## src/hw/rtl/dht_pkg.sv

```systemverilog
package dht_pkg;

    localparam int CAPACITY_DEF = 1024;
    localparam int CFG_W        = 11;
    localparam int KEY_W        = 32;
    localparam int PAY_W        = 32;
    localparam int ACT_W        = 2;
    localparam int ST_W         = 3;
    localparam int CNT_W        = 11;
    localparam int SIZE_RESET   = 16;
    localparam int SIZE_MIN     = 2;
    localparam int HASH_MUL     = 23;
    // dividend width for key*23 (32 + 5 bits)
    localparam int DIV_W        = 37;
    localparam int DIV_CW       = $clog2(DIV_W);

    typedef enum logic [ACT_W-1:0] {
        ACT_INSERT = 2'd0,
        ACT_DELETE = 2'd1,
        ACT_LOOKUP = 2'd2
    } t_action;

    typedef enum logic [ST_W-1:0] {
        ST_INSERTED  = 3'd0,
        ST_DUPLICATE = 3'd1,
        ST_FULL      = 3'd2,
        ST_DELETED   = 3'd3,
        ST_NOTFOUND  = 3'd4,
        ST_FOUND     = 3'd5
    } t_status;

    typedef enum logic [1:0] {
        MARK_EMPTY = 2'd0,
        MARK_LIVE  = 2'd1,
        MARK_TOMB  = 2'd2
    } t_mark;

    typedef struct packed {
        logic    load;
        logic    div_step;
        logic    idx_zero;
        logic    idx_home;
        logic    idx_adv;
        logic    unit_step;
        logic    clr_wr;
        logic    ins_wr;
        logic    del_wr;
        logic    result;
        t_status status;
    } t_cmd;

    typedef struct packed {
        logic div_done;
        logic clr_last;
        logic cnt_last;
        logic hit;
        logic empty;
        logic over_limit;
    } t_stat;

endpackage

```

## src/hw/rtl/dht_ctrl.sv

```systemverilog
module dht_ctrl
    import dht_pkg::*;
(
    input  logic             i_clk,
    input  logic             i_rst_n,
    input  logic             start,
    input  logic [ACT_W-1:0] i_action,
    input  t_stat            i_stat,
    output t_cmd             o_cmd,
    output logic             busy
);

    typedef enum logic [2:0] {
        S_CLR, S_IDLE, S_DIV, S_HOME, S_SCAN_RD, S_SCAN_CHK, S_PRB_RD, S_PRB_CHK
    } t_state;

    t_state           r_state, n_state;
    logic [ACT_W-1:0] r_op;

    always_ff @(posedge i_clk) begin
        if (!i_rst_n) begin
            r_state <= S_CLR;
            r_op    <= ACT_INSERT;
        end else begin
            r_state <= n_state;
            if (o_cmd.load) begin
                r_op <= i_action;
            end
        end
    end

    always_comb begin
        n_state = r_state;
        o_cmd   = '0;
        o_cmd.status = ST_NOTFOUND;
        unique case (r_state)
            S_CLR: begin
                o_cmd.clr_wr = 1'b1;
                if (i_stat.clr_last) begin
                    n_state = S_IDLE;
                end
            end
            S_IDLE: begin
                if (start) begin
                    if (i_action == ACT_INSERT || i_action == ACT_DELETE ||
                        i_action == ACT_LOOKUP) begin
                        o_cmd.load = 1'b1;
                        n_state    = S_DIV;
                    end else begin
                        o_cmd.result = 1'b1;
                    end
                end
            end
            S_DIV: begin
                o_cmd.div_step = 1'b1;
                if (i_stat.div_done) begin
                    n_state = S_HOME;
                end
            end
            S_HOME: begin
                if (r_op == ACT_INSERT) begin
                    o_cmd.idx_zero = 1'b1;
                    n_state        = S_SCAN_RD;
                end else begin
                    o_cmd.idx_home = 1'b1;
                    n_state        = S_PRB_RD;
                end
            end
            S_SCAN_RD: n_state = S_SCAN_CHK;
            S_SCAN_CHK: begin
                priority if (i_stat.hit) begin
                    o_cmd.result = 1'b1;
                    o_cmd.status = ST_DUPLICATE;
                    n_state      = S_IDLE;
                end else if (i_stat.cnt_last && i_stat.over_limit) begin
                    o_cmd.result = 1'b1;
                    o_cmd.status = ST_FULL;
                    n_state      = S_IDLE;
                end else if (i_stat.cnt_last) begin
                    o_cmd.idx_home = 1'b1;
                    n_state        = S_PRB_RD;
                end else begin
                    o_cmd.idx_adv   = 1'b1;
                    o_cmd.unit_step = 1'b1;
                    n_state         = S_SCAN_RD;
                end
            end
            S_PRB_RD: n_state = S_PRB_CHK;
            S_PRB_CHK: begin
                priority if (r_op == ACT_INSERT && i_stat.empty) begin
                    o_cmd.ins_wr = 1'b1;
                    o_cmd.result = 1'b1;
                    o_cmd.status = ST_INSERTED;
                    n_state      = S_IDLE;
                end else if (r_op != ACT_INSERT && i_stat.hit) begin
                    o_cmd.del_wr = (r_op == ACT_DELETE);
                    o_cmd.result = 1'b1;
                    o_cmd.status = (r_op == ACT_DELETE) ? ST_DELETED : ST_FOUND;
                    n_state      = S_IDLE;
                end else if (i_stat.cnt_last) begin
                    o_cmd.result = 1'b1;
                    o_cmd.status = (r_op == ACT_INSERT) ? ST_FULL : ST_NOTFOUND;
                    n_state      = S_IDLE;
                end else begin
                    o_cmd.idx_adv = 1'b1;
                    n_state       = S_PRB_RD;
                end
            end
            default: n_state = S_IDLE;
        endcase
    end

    assign busy = (r_state != S_IDLE);

endmodule

```

## config.mk

```make
export PLATFORM = sky130hd
export DESIGN_NAME = dht_ctrl
export DESIGN_NICKNAME = d
export VERILOG_FILES = /design/src/hw/rtl/dht_pkg.sv /design/src/hw/rtl/dht_ctrl.sv
export SDC_FILE = /design/constraint.sdc
export NUM_CORES = 1
export LEC_CHECK = 0
export BUFFER_PORTS_ARGS = -buffer_cell sky130_fd_sc_hd__buf_4
export CORE_MARGIN = 2
export CORE_UTILIZATION = 35
export CTS_BUF_LIST = sky130_fd_sc_hd__clkbuf_4 sky130_fd_sc_hd__clkbuf_8 sky130_fd_sc_hd__clkbuf_16
export DETAILED_ROUTE_END_ITERATION = 12
export PLACE_DENSITY = 0.64
export SYNTH_ARGS = -nofsm -noshare
export SYNTH_HDL_FRONTEND = slang
export SYNTH_SLANG_ARGS = --single-unit
```

## constraint.sdc

```tcl
create_clock -name i_clk -period 1.2 [get_ports i_clk]
set_clock_uncertainty 0.15 [all_clocks]
set_input_delay 0.12 -clock i_clk [delete_from_list [all_inputs] [get_ports i_clk]]
set_output_delay 0.12 -clock i_clk [all_outputs]
set_load 0.05 [all_outputs]
```

==> results_dict.tcl, run 1 <==
set metrics [dict create \
    clock_sinks 5 \
    run_status "stopped before the end" \
    synth-warning-count 0 \
    clock_path_buffers 2 \
    cts_max_level 1 \
    syn_inst 65 \
    clock-root-buffer "clkbuf_4" \
    synth.cell_area_sq_um 477 \
    pre_cts_slack_ns -0.272 \
    numCtsBuffers 3 \
    syn_avg_cell_area_sq_um 7.33 \
    die_height_um 40.9 \
    synth.distinct_cells 29 \
    post_cts_buffers 8 \
    ys_seq_area_share_pct 21.0 \
    numPortBuffers 24 \
    synth_seq_cells 5 \
    hpwl_mm 1.29 \
    row_count 13 \
    post_cts_resized 41 \
    ctsHoldBuffers 1 \
    gp_congestion 0.867 \
    start_util_pct 37.1 \
    io_pins 25 \
    haltStage "clock tree synthesis (4_1_cts)" \
    die_w_um 40.9 \
    tool.error "[ERROR DPL-0033] detailed placement checks failed during check placement." \
    synth_nets 76 \
]
==> through the flow <==
stage,TNS (ns),instance area (sq um),cells
after floorplan,-2.55,632,65
after global placement,-2.29,992,127
after detailed placement,-2.39,992,127
==> Yosys cell counts <==
cell	instances	area, sq um
a31oi_1	1	6.26
a2111oi_0	1	8.76
a311oi_1	2	17.5
a31o_1	1	8.76
o21ai_0	1	5.00
a311oi_2	1	15.0
nand2_1	11	41.3
a32o_1	1	10.0
a211o_2	1	10.0
nor4_1	3	18.8
a21oi_2	1	8.76
and2_2	1	7.51
a21oi_1	4	20.0
nand3b_1	1	7.51
nor2_2	1	6.26
nand3_2	2	20.0
o21ba_1	1	10.0
dfxtp_1	5	100
nand3_1	2	10.0
nor2_1	6	22.5
o21a_1	1	7.51
or2_1	1	6.26
o21bai_1	1	7.51
o221a_2	1	11.3
inv_1	3	11.3
nand2b_1	4	25.0
nor3_1	3	15.0
o21ai_1	1	5.00
buf_6	3	33.8
==> kinds of logic after synthesis <==
kind of cell / share of synthesized area (%)
AND/OR/NAND/NOR: 37.8
buffers and inverters: 9.45
flip-flops: 21.0
AO/OA/AOI/OAI: 31.8
==> inputs of run 2 (changes only) <==
- CORE_AREA: not set -> 2 2 63 65
- CORE_MARGIN: 2 -> not set
- CORE_UTILIZATION: 35 -> not set
- CTS_BUF_LIST: sky130_fd_sc_hd__clkbuf_4 sky130_fd_sc_hd__clkbuf_8 sky130_fd_sc_hd__clkbuf_16 -> not set
- DIE_AREA: not set -> 0 0 65 67
- PLACE_DENSITY: 0.64 -> not set
- PLACE_DENSITY_LB_ADDON: not set -> 0.15
- clock period: 1.2 -> 1.56 ns (I/O delays scaled with it)
==> run 2 against run 1 <==
  * The flow now finishes, with violations (setup timing)
  * Synthesized cell count is the same
  * Synthesized area did not move
==> results_dict.tcl, run 2 <==
set metrics [dict create \
    clock_path_buffers 2 \
    cts_tree "done" \
    power_density_nw_per_um2 471 \
    crit_required_ns 1.25 \
    hold_slack_ns 0.0513 \
    synth.distinct_cells 29 \
    numCtsBuffers 3 \
    die_area_sq_um 4360 \
    critPathLaunchType "flip-flop" \
    violations "setup timing" \
    top_register "r_state" \
    synth_nets 76 \
    run_status "finished with violations" \
    synth.cell_area_sq_um 477 \
    nNetsFinal 128 \
    synthTopCellsByCount "nand2_1 (11), nor2_1 (6), dfxtp_1 (5)" \
    syn_avg_cell_area_sq_um 7.33 \
    clock-root-buffer "clkbuf_8" \
    hpwl_mm 1.43 \
    antenna_found_initial 0 \
    worstMarginPinSlew_ns 0.388 \
    die_w_um 65 \
    slowest_delay_ns 0.35 \
    synth_edf_count 0 \
    slew_viol_final 0 \
    total_power_mw 0.582 \
    grt_pass1_vias 643 \
    cpMaxStageDelayCell "dfxtp_4" \
    hold_viol_final 0 \
    vias 698 \
    grt.total_usage_pct 8.90 \
    fin_crit_ns 1.73 \
    async_flop_share_pct 0 \
    reg_top3 "r_state: 3 flops, r_op: 2 flops" \
    clkSlewWorstSetupHoldPaths_ns 0.03 \
    synth_ff_type "dfxtp_1" \
    max_freq_mhz 579 \
    synth_area_leaders "dfxtp_1 (21%), nand2_1 (8.7%), buf_6 (7.1%), nand2b_1 (5.2%), nor2_1 (4.7%)" \
    grt_max_degree 9 \
    gp_congestion 0.708 \
    clk_latency_ns 0.22 \
    rsz0062_at_grt "yes" \
    synthToLayoutAreaGrowth_pct 159 \
    wl_per_cell_um 12.1 \
    synth-warning-count 0 \
    grt_pass1_wl_mm 2.90 \
    cp.arrival_ns 1.42 \
    syn_inst 65 \
    postLayoutCoreUtil_pct 34.2 \
    ctsHoldBuffers 0 \
    setup_viol 8 \
    first_pass_iters 2 \
    critPathCaptureType "output pin" \
    numPortBuffers 24 \
    p_leak_nw 0.527 \
    row_count 22 \
    start_util_pct 13.2 \
    ir_worst_vdd_v 0.000300 \
    final_cell_mix "buf_4 (32), buf_6 (12), nand2_1 (8)" \
    critPathMaxFanout 5 \
    layout.cells.most_common "buf_4" \
    route.detailed.drc 0 \
    cts_max_level 1 \
    drv_cap 0 \
    drive_above_1_share_pct 80.2 \
    cp_top_family "compound AO/OA/AOI/OAI gates" \
    slew_headroom_pct 74.1 \
    post-route-period-util_pct 111 \
    ys_seq_area_share_pct 21.0 \
    drtIter0Drc 9 \
    via_per_inst 4.26 \
    io_pins 25 \
    largest_reg_flops 3 \
    grt_overflow 0 \
    synth_top_area_share_pct 21.0 \
    synth_most_common_cell "nand2_1" \
    worstPathBufferInverterCount 1 \
    yosys.area.top_type "dfxtp_1" \
    core-area_sq_um 3610 \
    n_antenna_cell 0 \
    antenna_left 0 \
    path_cells "or2_4, a21oi_4, a31o_1, o21ai_2, buf_6" \
    r2r_slack_ns -0.02 \
    wl_mm 1.99 \
    die_height_um 67 \
    clock_sinks 5 \
    layout_setup_ws_ns -0.168 \
    nFillCells 372 \
    synth_seq_cells 5 \
    hold_class "input pin to flip-flop" \
    critPathKind "flip-flop to output pin" \
]
run 2: cell counts after synthesis:
No cell type changed its count.
run 2: worst paths after layout:
kind                   start  depth (start not counted)         end
hold reg to reg   r_state[0]                          1  r_state[0]
hold / removal       i_rst_n                          2     r_op[0]
setup / recovery     r_op[0]                          5    o_cmd[3]
setup reg to reg  r_state[2]                          7  r_state[1]
run 2: cell type report:
cell class              instances  area (sq um)  area share (%)
clock buffers                   4          45.0            3.65
well taps                      48          60.1            4.86
multi-input cells              54           532            43.1
repair buffers                 50           465            37.7
flip-flops and latches          5           116            9.42
inverters                       3          16.3            1.32
run 2: layer usage:
layer  global-route usage [%]  wire length, um  up-vias
met5                        0                0        -
li1                         -                -      342
met3                     2.03               59        4
met1                     10.4              833      335
met2                     15.9             1050       17
met4                     3.19               43        0
run 2: logic make-up (layout without fill, tap and decap cells):
kind of cell	after synthesis	after routing	synth area share [%]
compound gates	19	19	31.8
buf+inv	6	57	9.45
flops	5	5	21.0
simple gates	35	35	37.8
run 2: timing repair:
action,in CTS,in global routing
pin swaps,9,9
buffers inserted,5,7
setup endpoints to repair,15,13
gates resized for setup,48,20
run 2: where the power goes:
part	switching [mW]	total (mW)	internal, mW
Combinational	0.110	0.198	0.0883
Clock	0.0631	0.238	0.175
Sequential	0.0135	0.145	0.131
Total	0.187	0.582	0.395
run 2: through the flow:
stage	setup TNS, ns	cell area [sq um]	worst slack, ns	instances
6_report	-0.569	1230	-0.168	164
5_1_grt	-1.04	1230	-0.202	164
4_1_cts	-0.421	1110	-0.144	158
3_5_place_dp	-0.100	846	-0.0697	149
3_3_place_gp	-0.0992	846	-0.0476	149
2_1_floorplan	-0.774	527	-0.337	65
Note: power is estimated with default switching activity, not from simulation.
